===== config.mk =====
export PLATFORM = sky130hd
export DESIGN_NAME = scan_elevator_disk_scheduler_unit
export DESIGN_NICKNAME = d
export VERILOG_FILES = /design/src/rtl/sesch_pkg.sv /design/src/rtl/scan_elevator_disk_scheduler_unit.sv /design/src/rtl/sesch_ctrl.sv /design/src/rtl/sesch_dp.sv
export SDC_FILE = /design/constraint.sdc
export NUM_CORES = 1
export LEC_CHECK = 0
export ABC_AREA = 1
export BUFFER_PORTS_ARGS = -buffer_cell sky130_fd_sc_hd__buf_2
export CELL_PAD_IN_SITES_DETAIL_PLACEMENT = 0
export CELL_PAD_IN_SITES_GLOBAL_PLACEMENT = 2
export CORE_MARGIN = 3
export CORE_UTILIZATION = 30
export DETAILED_ROUTE_END_ITERATION = 10
export PLACE_DENSITY = 0.6
export SKIP_LAST_GASP = 1
export SYNTH_ARGS = -nofsm -noshare
export SYNTH_HDL_FRONTEND = slang
export SYNTH_SLANG_ARGS = --single-unit
export TNS_END_PERCENT = 5

===== constraint.sdc =====
create_clock -name clk_i -period 5.9 [get_ports clk_i]
set_clock_uncertainty 0.2 [all_clocks]
set_input_delay 1.18 -clock clk_i [delete_from_list [all_inputs] [get_ports clk_i]]
set_output_delay 1.18 -clock clk_i [all_outputs]
set_load 0.005 [all_outputs]

===== src/rtl/sesch_pkg.sv =====
`default_nettype none

package sesch_pkg;

  // Default build parameters
  localparam int unsigned QUEUE_DEPTH_DEF = 32;
  localparam int unsigned CYL_BITS_DEF    = 10;

  // Fixed field widths on the stream ports
  localparam int unsigned CYL_FIELD_W  = 10;
  localparam int unsigned DIST_FIELD_W = 10;
  localparam int unsigned TOT_FIELD_W  = 32;
  localparam int unsigned CNT_FIELD_W  = 6;
  localparam int unsigned STATUS_W     = 2;
  localparam int unsigned IN_TDATA_W   = 16;
  localparam int unsigned OUT_TDATA_W  = 64;

  // Opcodes
  localparam logic OP_ADD   = 1'b0;
  localparam logic OP_SERVE = 1'b1;

  // Result status codes
  localparam logic [STATUS_W-1:0] STATUS_ADDED    = 2'd0;
  localparam logic [STATUS_W-1:0] STATUS_REJECTED = 2'd1;
  localparam logic [STATUS_W-1:0] STATUS_SERVED   = 2'd2;
  localparam logic [STATUS_W-1:0] STATUS_NONE     = 2'd3;

  // Controller to datapath commands
  typedef struct packed {
    logic                load;        // capture the incoming item
    logic                scan_start;  // clear index and best-candidate trackers
    logic                step;        // advance slot index
    logic                rd_en;       // read slot at index into the compare stage
    logic                commit;      // update state and load the result register
    logic [STATUS_W-1:0] code;        // status of the committed result
  } sesch_cmd_t;

  // Datapath to controller status
  typedef struct packed {
    logic op_serve;
    logic tbl_full;
    logic tbl_empty;
    logic slot_free;
    logic idx_last;
    logic out_free;
  } sesch_sts_t;

endpackage

`default_nettype wire


===== src/rtl/scan_elevator_disk_scheduler_unit.sv =====
// Sequence, from acceptance to result valid: a rejected add or an empty serve commits from
//   dispatch; an add walks to the lowest free slot and commits there; a serve scans every
//   slot (one slot memory read per cycle), then drains the compare stage and commits.
// Throughput: one item at a time; each commit waits for a free result register. The next
//   item can be accepted once the result is loaded, even while it waits on m_axis_tready.
// Reset: asynchronous, active low; clears valid bits, head, direction, totals at once.
`default_nettype none

module scan_elevator_disk_scheduler_unit #(
  parameter int unsigned QUEUE_DEPTH = sesch_pkg::QUEUE_DEPTH_DEF,
  parameter int unsigned CYL_BITS    = sesch_pkg::CYL_BITS_DEF
) (
  input  logic                               clk_i,
  input  logic                               rst_ni,
  input  logic                               s_axis_tvalid,
  output logic                               s_axis_tready,
  // [9:0] cylinder, [15:10] zero
  input  logic [sesch_pkg::IN_TDATA_W-1:0]   s_axis_tdata,
  // [0] opcode
  input  logic                               s_axis_tuser,
  output logic                               m_axis_tvalid,
  input  logic                               m_axis_tready,
  // [9:0] served_cylinder, [19:10] seek_distance, [51:20] total_seek,
  // [52] moving_down, [58:53] pending_count, [63:59] zero
  output logic [sesch_pkg::OUT_TDATA_W-1:0]  m_axis_tdata,
  // [1:0] status
  output logic [sesch_pkg::STATUS_W-1:0]     m_axis_tuser
);
  import sesch_pkg::*;

  sesch_cmd_t cmd;
  sesch_sts_t sts;

  logic [CYL_FIELD_W-1:0]  served_cylinder;
  logic [DIST_FIELD_W-1:0] seek_distance;
  logic [TOT_FIELD_W-1:0]  total_seek;
  logic                    moving_down;
  logic [CNT_FIELD_W-1:0]  pending_count;

  // Sequencer
  sesch_ctrl u_ctrl (
    .clk_i      (clk_i),
    .rst_ni     (rst_ni),
    .in_valid_i (s_axis_tvalid),
    .in_ready_o (s_axis_tready),
    .sts_i      (sts),
    .cmd_o      (cmd)
  );

  // Slot table, compare stage and result register
  sesch_dp #(
    .QUEUE_DEPTH (QUEUE_DEPTH),
    .CYL_BITS    (CYL_BITS)
  ) u_dp (
    .clk_i             (clk_i),
    .rst_ni            (rst_ni),
    .cmd_i             (cmd),
    .sts_o             (sts),
    .opcode_i          (s_axis_tuser),
    .cylinder_i        (s_axis_tdata[CYL_FIELD_W-1:0]),
    .out_valid_o       (m_axis_tvalid),
    .out_ready_i       (m_axis_tready),
    .status_o          (m_axis_tuser),
    .served_cylinder_o (served_cylinder),
    .seek_distance_o   (seek_distance),
    .total_seek_o      (total_seek),
    .moving_down_o     (moving_down),
    .pending_count_o   (pending_count)
  );

  // Result packing, lowest field first
  assign m_axis_tdata = {5'b0, pending_count, moving_down, total_seek,
                         seek_distance, served_cylinder};

endmodule

`default_nettype wire


===== src/rtl/sesch_ctrl.sv =====
`default_nettype none

module sesch_ctrl (
  input  logic                  clk_i,
  input  logic                  rst_ni,
  input  logic                  in_valid_i,
  output logic                  in_ready_o,
  input  sesch_pkg::sesch_sts_t sts_i,
  output sesch_pkg::sesch_cmd_t cmd_o
);
  import sesch_pkg::*;

  localparam logic [2:0] ST_IDLE     = 3'd0;
  localparam logic [2:0] ST_DISPATCH = 3'd1;
  localparam logic [2:0] ST_ADD      = 3'd2;
  localparam logic [2:0] ST_SCAN     = 3'd3;
  localparam logic [2:0] ST_DRAIN    = 3'd4;
  localparam logic [2:0] ST_COMMIT   = 3'd5;

  logic [2:0] state_q, state_d;

  // State register
  always_ff @(posedge clk_i or negedge rst_ni) begin
    if (!rst_ni) begin
      state_q <= ST_IDLE;
    end else begin
      state_q <= state_d;
    end
  end

  // Next state and commands
  always_comb begin
    state_d    = state_q;
    cmd_o      = '0;
    cmd_o.code = STATUS_NONE;
    in_ready_o = 1'b0;
    unique case (state_q)
      ST_IDLE: begin
        in_ready_o = 1'b1;
        if (in_valid_i) begin
          cmd_o.load = 1'b1;
          state_d    = ST_DISPATCH;
        end
      end
      ST_DISPATCH: begin
        if (!sts_i.op_serve) begin
          if (sts_i.tbl_full) begin
            if (sts_i.out_free) begin
              cmd_o.commit = 1'b1;
              cmd_o.code   = STATUS_REJECTED;
              state_d      = ST_IDLE;
            end
          end else begin
            cmd_o.scan_start = 1'b1;
            state_d          = ST_ADD;
          end
        end else begin
          if (sts_i.tbl_empty) begin
            if (sts_i.out_free) begin
              cmd_o.commit = 1'b1;
              cmd_o.code   = STATUS_NONE;
              state_d      = ST_IDLE;
            end
          end else begin
            cmd_o.scan_start = 1'b1;
            state_d          = ST_SCAN;
          end
        end
      end
      // walk to the lowest free slot; one is known to exist
      ST_ADD: begin
        if (sts_i.slot_free) begin
          if (sts_i.out_free) begin
            cmd_o.commit = 1'b1;
            cmd_o.code   = STATUS_ADDED;
            state_d      = ST_IDLE;
          end
        end else begin
          cmd_o.step = 1'b1;
        end
      end
      ST_SCAN: begin
        cmd_o.rd_en = 1'b1;
        cmd_o.step  = 1'b1;
        if (sts_i.idx_last) begin
          state_d = ST_DRAIN;
        end
      end
      // last slot read is compared here
      ST_DRAIN: begin
        state_d = ST_COMMIT;
      end
      ST_COMMIT: begin
        if (sts_i.out_free) begin
          cmd_o.commit = 1'b1;
          cmd_o.code   = STATUS_SERVED;
          state_d      = ST_IDLE;
        end
      end
      default: begin
        state_d = ST_IDLE;
      end
    endcase
  end

endmodule

`default_nettype wire


===== src/rtl/sesch_dp.sv =====
`default_nettype none

module sesch_dp #(
  parameter int unsigned QUEUE_DEPTH = sesch_pkg::QUEUE_DEPTH_DEF,
  parameter int unsigned CYL_BITS    = sesch_pkg::CYL_BITS_DEF
) (
  input  logic                                 clk_i,
  input  logic                                 rst_ni,
  input  sesch_pkg::sesch_cmd_t                cmd_i,
  output sesch_pkg::sesch_sts_t                sts_o,
  input  logic                                 opcode_i,
  input  logic [sesch_pkg::CYL_FIELD_W-1:0]    cylinder_i,
  output logic                                 out_valid_o,
  input  logic                                 out_ready_i,
  output logic [sesch_pkg::STATUS_W-1:0]       status_o,
  output logic [sesch_pkg::CYL_FIELD_W-1:0]    served_cylinder_o,
  output logic [sesch_pkg::DIST_FIELD_W-1:0]   seek_distance_o,
  output logic [sesch_pkg::TOT_FIELD_W-1:0]    total_seek_o,
  output logic                                 moving_down_o,
  output logic [sesch_pkg::CNT_FIELD_W-1:0]    pending_count_o
);
  import sesch_pkg::*;

  localparam int unsigned IDX_W = $clog2(QUEUE_DEPTH);
  localparam int unsigned CNT_W = $clog2(QUEUE_DEPTH + 1);

  // Item capture
  logic                op_q;
  logic [CYL_BITS-1:0] cyl_q;
  logic [31:0]         cyl_ext;

  // Architectural state
  logic [QUEUE_DEPTH-1:0] valid_q;
  logic [CYL_BITS-1:0]    slot_mem [QUEUE_DEPTH];
  logic [CYL_BITS-1:0]    head_q, head_d;
  logic                   dir_q, dir_d;
  logic [TOT_FIELD_W-1:0] total_q, total_d;
  logic [CNT_W-1:0]       pending_q, pending_d;

  // Scan index and compare stage
  logic [IDX_W-1:0]    idx_q;
  logic                rd_vld_q;
  logic [CYL_BITS-1:0] rd_cyl_q;
  logic [IDX_W-1:0]    rd_idx_q;

  // Best candidates ahead of and behind the head
  logic                fa_q, fb_q;
  logic [CYL_BITS-1:0] a_cyl_q, b_cyl_q, a_dist_q, b_dist_q;
  logic [IDX_W-1:0]    a_idx_q, b_idx_q;

  // Compare and commit logic
  logic                c_ge, c_gt, c_ahead, upd_a, upd_b;
  logic [CYL_BITS-1:0] c_dist;
  logic [CYL_BITS-1:0] sel_cyl, sel_dist, res_dist;
  logic [IDX_W-1:0]    sel_idx;
  logic [TOT_FIELD_W:0] total_sum;

  // Result register
  logic                   out_valid_q;
  logic [STATUS_W-1:0]    o_status_q;
  logic [CYL_BITS-1:0]    o_head_q, o_dist_q;
  logic [TOT_FIELD_W-1:0] o_total_q;
  logic                   o_dir_q;
  logic [CNT_W-1:0]       o_cnt_q;
  logic [31:0]            o_head_ext, o_dist_ext, o_cnt_ext;

  assign cyl_ext = 32'(cylinder_i);

  // Status to controller
  assign sts_o.op_serve  = (op_q == OP_SERVE);
  assign sts_o.tbl_full  = (pending_q == CNT_W'(QUEUE_DEPTH));
  assign sts_o.tbl_empty = (pending_q == '0);
  assign sts_o.slot_free = !valid_q[idx_q];
  assign sts_o.idx_last  = (idx_q == IDX_W'(QUEUE_DEPTH - 1));
  assign sts_o.out_free  = !out_valid_q || out_ready_i;

  // Item capture, masked to the cylinder width
  always_ff @(posedge clk_i) begin
    if (cmd_i.load) begin
      op_q  <= opcode_i;
      cyl_q <= cyl_ext[CYL_BITS-1:0];
    end
  end

  // Slot index
  always_ff @(posedge clk_i or negedge rst_ni) begin
    if (!rst_ni) begin
      idx_q <= '0;
    end else if (cmd_i.scan_start) begin
      idx_q <= '0;
    end else if (cmd_i.step) begin
      idx_q <= idx_q + 1'b1;
    end
  end

  // Slot memory: written on add, read one slot per cycle during a serve scan
  always_ff @(posedge clk_i) begin
    if (cmd_i.commit && cmd_i.code == STATUS_ADDED) begin
      slot_mem[idx_q] <= cyl_q;
    end
    if (cmd_i.rd_en) begin
      rd_cyl_q <= slot_mem[idx_q];
      rd_idx_q <= idx_q;
    end
  end

  always_ff @(posedge clk_i or negedge rst_ni) begin
    if (!rst_ni) begin
      rd_vld_q <= 1'b0;
    end else begin
      rd_vld_q <= cmd_i.rd_en && valid_q[idx_q];
    end
  end

  // Distance and side of the slot in the compare stage
  assign c_ge    = (rd_cyl_q >= head_q);
  assign c_gt    = (rd_cyl_q > head_q);
  assign c_dist  = c_ge ? (rd_cyl_q - head_q) : (head_q - rd_cyl_q);
  assign c_ahead = dir_q ? !c_gt : c_ge;
  assign upd_a   = rd_vld_q && c_ahead && (!fa_q || (c_dist < a_dist_q));
  assign upd_b   = rd_vld_q && !c_ahead && (!fb_q || (c_dist < b_dist_q));

  // Best-candidate trackers; strict compare keeps the lowest slot on ties
  always_ff @(posedge clk_i or negedge rst_ni) begin
    if (!rst_ni) begin
      fa_q <= 1'b0;
      fb_q <= 1'b0;
    end else if (cmd_i.scan_start) begin
      fa_q <= 1'b0;
      fb_q <= 1'b0;
    end else begin
      if (upd_a) fa_q <= 1'b1;
      if (upd_b) fb_q <= 1'b1;
    end
  end

  always_ff @(posedge clk_i) begin
    if (upd_a) begin
      a_cyl_q  <= rd_cyl_q;
      a_dist_q <= c_dist;
      a_idx_q  <= rd_idx_q;
    end
    if (upd_b) begin
      b_cyl_q  <= rd_cyl_q;
      b_dist_q <= c_dist;
      b_idx_q  <= rd_idx_q;
    end
  end

  // Pick: ahead first, otherwise reverse and take the nearest behind
  assign sel_cyl   = fa_q ? a_cyl_q : b_cyl_q;
  assign sel_dist  = fa_q ? a_dist_q : b_dist_q;
  assign sel_idx   = fa_q ? a_idx_q : b_idx_q;
  assign total_sum = (TOT_FIELD_W + 1)'(total_q) + (TOT_FIELD_W + 1)'(sel_dist);

  // Next architectural state for the committed item
  always_comb begin
    head_d    = head_q;
    dir_d     = dir_q;
    total_d   = total_q;
    pending_d = pending_q;
    res_dist  = '0;
    case (cmd_i.code)
      STATUS_ADDED: begin
        pending_d = pending_q + 1'b1;
      end
      STATUS_SERVED: begin
        head_d    = sel_cyl;
        dir_d     = fa_q ? dir_q : !dir_q;
        total_d   = total_sum[TOT_FIELD_W] ? '1 : total_sum[TOT_FIELD_W-1:0];
        pending_d = pending_q - 1'b1;
        res_dist  = sel_dist;
      end
      default: begin
        res_dist = '0;
      end
    endcase
  end

  // State registers
  always_ff @(posedge clk_i or negedge rst_ni) begin
    if (!rst_ni) begin
      valid_q   <= '0;
      head_q    <= '0;
      dir_q     <= 1'b0;
      total_q   <= '0;
      pending_q <= '0;
    end else if (cmd_i.commit) begin
      head_q    <= head_d;
      dir_q     <= dir_d;
      total_q   <= total_d;
      pending_q <= pending_d;
      if (cmd_i.code == STATUS_ADDED) begin
        valid_q[idx_q] <= 1'b1;
      end else if (cmd_i.code == STATUS_SERVED) begin
        valid_q[sel_idx] <= 1'b0;
      end
    end
  end

  // Result register
  always_ff @(posedge clk_i or negedge rst_ni) begin
    if (!rst_ni) begin
      out_valid_q <= 1'b0;
    end else if (cmd_i.commit) begin
      out_valid_q <= 1'b1;
    end else if (out_ready_i) begin
      out_valid_q <= 1'b0;
    end
  end

  always_ff @(posedge clk_i) begin
    if (cmd_i.commit) begin
      o_status_q <= cmd_i.code;
      o_head_q   <= head_d;
      o_dist_q   <= res_dist;
      o_total_q  <= total_d;
      o_dir_q    <= dir_d;
      o_cnt_q    <= pending_d;
    end
  end

  assign o_head_ext = 32'(o_head_q);
  assign o_dist_ext = 32'(o_dist_q);
  assign o_cnt_ext  = 32'(o_cnt_q);

  assign out_valid_o       = out_valid_q;
  assign status_o          = o_status_q;
  assign served_cylinder_o = o_head_ext[CYL_FIELD_W-1:0];
  assign seek_distance_o   = o_dist_ext[DIST_FIELD_W-1:0];
  assign total_seek_o      = o_total_q;
  assign moving_down_o     = o_dir_q;
  assign pending_count_o   = o_cnt_ext[CNT_FIELD_W-1:0];

  // Pending count tracks the occupied slots
  a_cnt_matches: assert property (@(posedge clk_i) disable iff (!rst_ni)
    32'(pending_q) == $countones(valid_q))
    else $error("pending count differs from occupied slots");

  // An add only lands in a free slot
  a_add_free: assert property (@(posedge clk_i) disable iff (!rst_ni)
    (cmd_i.commit && cmd_i.code == STATUS_ADDED) |-> !valid_q[idx_q])
    else $error("add written over an occupied slot");

  // A serve always has a candidate and removes an occupied slot
  a_srv_found: assert property (@(posedge clk_i) disable iff (!rst_ni)
    (cmd_i.commit && cmd_i.code == STATUS_SERVED) |-> ((fa_q || fb_q) && valid_q[sel_idx]))
    else $error("serve committed without a pending candidate");

  // A commit never overwrites a result that was not taken
  a_no_overrun: assert property (@(posedge clk_i) disable iff (!rst_ni)
    cmd_i.commit |-> (!out_valid_q || out_ready_i))
    else $error("result register overrun");

endmodule

`default_nettype wire

==> metrics.md <==
| Metric | Value |
|---|---|
| Relative slew slack | `0.150` |
| Global route total overflow | `0` |
| Combinational share of power | `0.324` |
| P&R area growth vs syn | `15.2%` |
| I/O pin total | `89` |
| Ys async rst share | `0.169` |
| DRC | `0` |
| N_diodes | `0` |
| CP max FO | `18` |
| Rows | `approximately 100` |
| Post-synth top area cell | `edfxtp_1` |
| Post-DP HPWL | `roughly 45000 um` |
| Pin count of the biggest net entering global routing | `89` |
| Clock Sinks | `550` |
| XOR/XNOR Fraction of Synth Area | `0.0103` |
| Max-slew violation count | `0` |
| Count leader, synth | `edfxtp_1` |
| Sw Share | `0.368` |
| Sequential-to-total area share from yosys stat | `0.652` |
| Postcts setup bufs | `0` |
| CTS buffer count | `60` |
| Worst slew pin tran | `1.27 ns` |
| Synth Cell Area | `roughly 25000 sq um` |
| Met2 wire len | `approximately 34000 um` |
| Post-synth EDFFs | `approximately 460` |
| Max-cap violations | `0` |
| Period utilisation layout | `0.804` |
| Post-synthesis compound-gate area fraction | `0.0996` |
| Vias per std cell | `just under 5` |
| Final WL | `70900 um` |
| Worst Setup EP | `u_dp.b_cyl_q[4]$_DFFE_PP_` |
| Max layer used | `met4` |
| Status | `finished, final reports clean` |
| Post-synthesis mux area share | `0` |
| Flop pwr share | `0.397` |
| Die X | `292 um` |
| Largest cells by area after synthesis | `edfxtp_1 56%, dfrtp_1 9.5%, nand2_1 6.1%` |
| Post-DRT Antenna Nets | `0` |
| Reg2reg end | `u_dp.b_cyl_q[4]$_DFFE_PP_` |
| CTS clk-pin slew, worst paths | `about 0.06 ns` |
| Initial antenna violation count | `1` |
| TNS Setup | `0 ns` |
| Crit path from | `u_dp.rd_cyl_q[0]$_DFFE_PP_` |
| Synth Area in Simple Gates | `0.154` |
| Routability cong. | `0.769` |
| Worst setup SP type | `register` |
| Die area | `around 85000 sq um` |
| Flop2flop setup slack | `between 1 and 1.5 ns` |
| Clock power frac | `0.279` |
| Pleak | `roughly 0.011 uW` |
| Synthesized instance count | `approximately 2300` |
| Most used DFF post-synth | `edfxtp_1` |
| NetSw | `~5000 uW` |
| Vias in the first global route | `about 17000` |
| GRT Total Usage | `0.165` |
| Arrival @ worst endpoint | `about 4.9 ns` |
| Adder-cell share of the synthesized area | `0.0317` |
| Final setup fails | `0` |
| WS Path Type | `reg -> reg` |
| Metal3 WL | `~2400 um` |
| Initial core utilization | `0.304` |
| Fin util | `0.350` |
| IO buf count | `a little under 80` |
| Synthesis Warnings | `0` |
| Max Clk Rate | `0.211 GHz` |
| # hold bufs at CTS | `0` |
| Drt initial violations | `around 1000` |
| Clk buf depth | `3` |
| Routed WL per cell | `around 20 um` |
| Root buffer cell | `clkbuf_16` |
| Via count | `around 17000` |
| Core area | `80900 sq um` |
| Fraction of layout cells with a size suffix above 1 | `0.113` |
| PD cells | `479 nW/um^2` |
| Yosys cell types | `43` |
| Resized Gates After CTS | `0` |
| CTS tree | `done` |
| Power Internal | `between 8000 and 9000 uW` |
| Average size of a mapped cell | `~11 sq um` |
| Hold Path Class | `reg -> reg` |
| Yosys top cell area share | `0.558` |
| Die height | `292 um` |
| Hold Vio Cnt, Final | `0` |
| Post-layout min period | `about 4.7 ns` |
| Largest family of logic cells by synthesized area | `simple AND/OR/NAND/NOR gates` |
| First-pass GRT wire length | `107000 um` |
| Unrepaired setup endpoints after global routing | `false` |
| Worst reg2reg startpoint | `u_dp.rd_cyl_q[0]$_DFFE_PP_` |
| Htree depth | `2` |
| CP Data Required Time | `about 6.0 ns` |
| NumNets Final | `2472` |
| Clock latency on the worst-skew pair | `0.65 ns` |
| Fillcell total | `roughly 8200` |
| FF-to-FF path depth | `21` |
| CP Capture Type | `register` |
| #FFs+latches synth | `between 500 and 600` |
| Peak supply drop | `between 200 and 250 uV` |
| Synth top cells by count | `457 x edfxtp_1, 399 x nand2_1, 302 x nor2_1` |
| First-pass DRT Iterations | `5` |
| Post-Route M1 WL | `between 30000 and 40000 um` |
-- per-stage QoR --
step	std cells	power, uW	hold slack (ns)	setup slack (ns)	area (sq um)
finish	3502	13600	0.250	1.15	28400
floorplan	2293	8370	0.221	1.19	24600
global route	3502	14600	0.260	0.591	28400
CTS	3502	13800	0.251	1.04	28400
detailed placement	3389	10000	0.232	1.03	26400
global placement	3389	9970	0.225	0.981	26400
-- metal layers --
layer	GRT usage	vias up
li1	-	8177
met2	0.280	288
met3	0.0200	79
met1	0.228	8279
met4	0.0377	0
met5	0	-
-- registers in the layout, indices dropped and copies added, names as in the netlist, 6 cells and up --
signal,cells
u_dp.total_seek_o,32
u_dp.seek_distance_o,10
u_dp.b_dist_q,10
u_dp.pending_count_o,6
u_dp.rd_cyl_q,10
u_dp.b_cyl_q,10
u_dp.slot_mem,320
u_dp.head_q,10
u_dp.total_q,32
u_dp.cyl_q,10
u_dp.pending_q,6
u_dp.a_cyl_q,10
u_dp.served_cylinder_o,10
u_dp.a_dist_q,10
u_dp.valid_q,32
-- worst min-delay path by stage --
stage                                     from                        end  slack [ns]  cells past startpoint
finish              u_dp.rd_idx_q[1]$_DFFE_PP_  u_dp.a_idx_q[1]$_DFFE_PP_        0.25                      0
global route        u_dp.rd_idx_q[3]$_DFFE_PP_  u_dp.b_idx_q[3]$_DFFE_PP_        0.26                      0
CTS                 u_dp.rd_idx_q[2]$_DFFE_PP_  u_dp.a_idx_q[2]$_DFFE_PP_        0.25                      0
detailed placement  u_dp.rd_idx_q[2]$_DFFE_PP_  u_dp.b_idx_q[2]$_DFFE_PP_        0.23                      0
global placement    u_dp.rd_idx_q[0]$_DFFE_PP_  u_dp.a_idx_q[0]$_DFFE_PP_        0.22                      0
floorplan           u_dp.rd_idx_q[0]$_DFFE_PP_  u_dp.a_idx_q[0]$_DFFE_PP_        0.22                      0
-- power groups by stage --
| stage | combinational (uW) | clock, uW | sequential [uW] |
|---|---|---|---|
| 4_1_cts | 4520 | 3910 | 5410 |
| 3_3_place_gp | 4500 | 0 | 5470 |
| 6_report | 4410 | 3790 | 5390 |
| 5_1_grt | 5060 | 4080 | 5460 |
| 2_1_floorplan | 3020 | 0 | 5350 |
| 3_5_place_dp | 4510 | 0 | 5490 |
-- area by class of cell --
cell class / count / area (sq um) / area share
Sequential cell: 550 / 16100 / 0.566
Multi-Input combinational cell: 1434 / 7320 / 0.258
Clock buffer: 77 / 1620 / 0.0570
Tap cell: 1060 / 1330 / 0.0468
Timing Repair Buffer: 142 / 888 / 0.0313
Inverter: 203 / 764 / 0.0270
Clock inverter: 36 / 380 / 0.0134
-- cell families (layout without fill, tap and decap cells) --
| group | after synthesis | after routing |
|---|---|---|
| AND/OR/NAND/NOR | 904 | 904 |
| flip-flops | 550 | 550 |
| AO/OA/AOI/OAI | 436 | 436 |
| buffers and inverters | 309 | 458 |
| adder cells (fa/ha/maj) | 60 | 60 |
| XOR/XNOR | 29 | 29 |
| other | 1 | 5 |
-- worst max-delay path, cell delays in order, from the launching register on --
cell,delay (ns)
edfxtp_1,0.43
inv_1,0.08
ha_1,0.17
inv_1,0.06
fa_1,0.39
nand3_1,0.08
nand2_1,0.09
nand2_1,0.07
nand2_1,0.08
nand2_1,0.13
nand3_1,0.35
inv_1,0.32
nand2_1,0.08
nand2_1,0.08
xor2_1,0.31
ha_1,0.31
a21oi_1,0.14
o21ai_0,0.12
nand2_1,0.07
o2111ai_1,0.14
a21oi_2,0.51
buf_12,0.24
-- layout by cell type (no fill, tap or decap), types with 5 or more instances in the layout --
cell type,count
xnor2_1,6
nand4_1,27
buf_2,76
inv_1,199
nand2_1,399
a31oi_1,21
a21oi_1,55
o22ai_1,84
bufinv_16,6
clkinv_2,14
nand3_1,124
edfxtp_1,457
dfrtp_1,91
ha_1,56
o211ai_1,5
nor3_1,13
buf_4,65
a221oi_1,8
o21ai_0,230
nor2_1,301
xor2_1,23
conb_1,5
clkinv_1,10
nand3b_1,7
or2_2,12
clkbuf_16,61
a22o_1,12
nand3_2,9
clkbuf_1,13
Note: power is estimated with default switching activity, not from simulation.
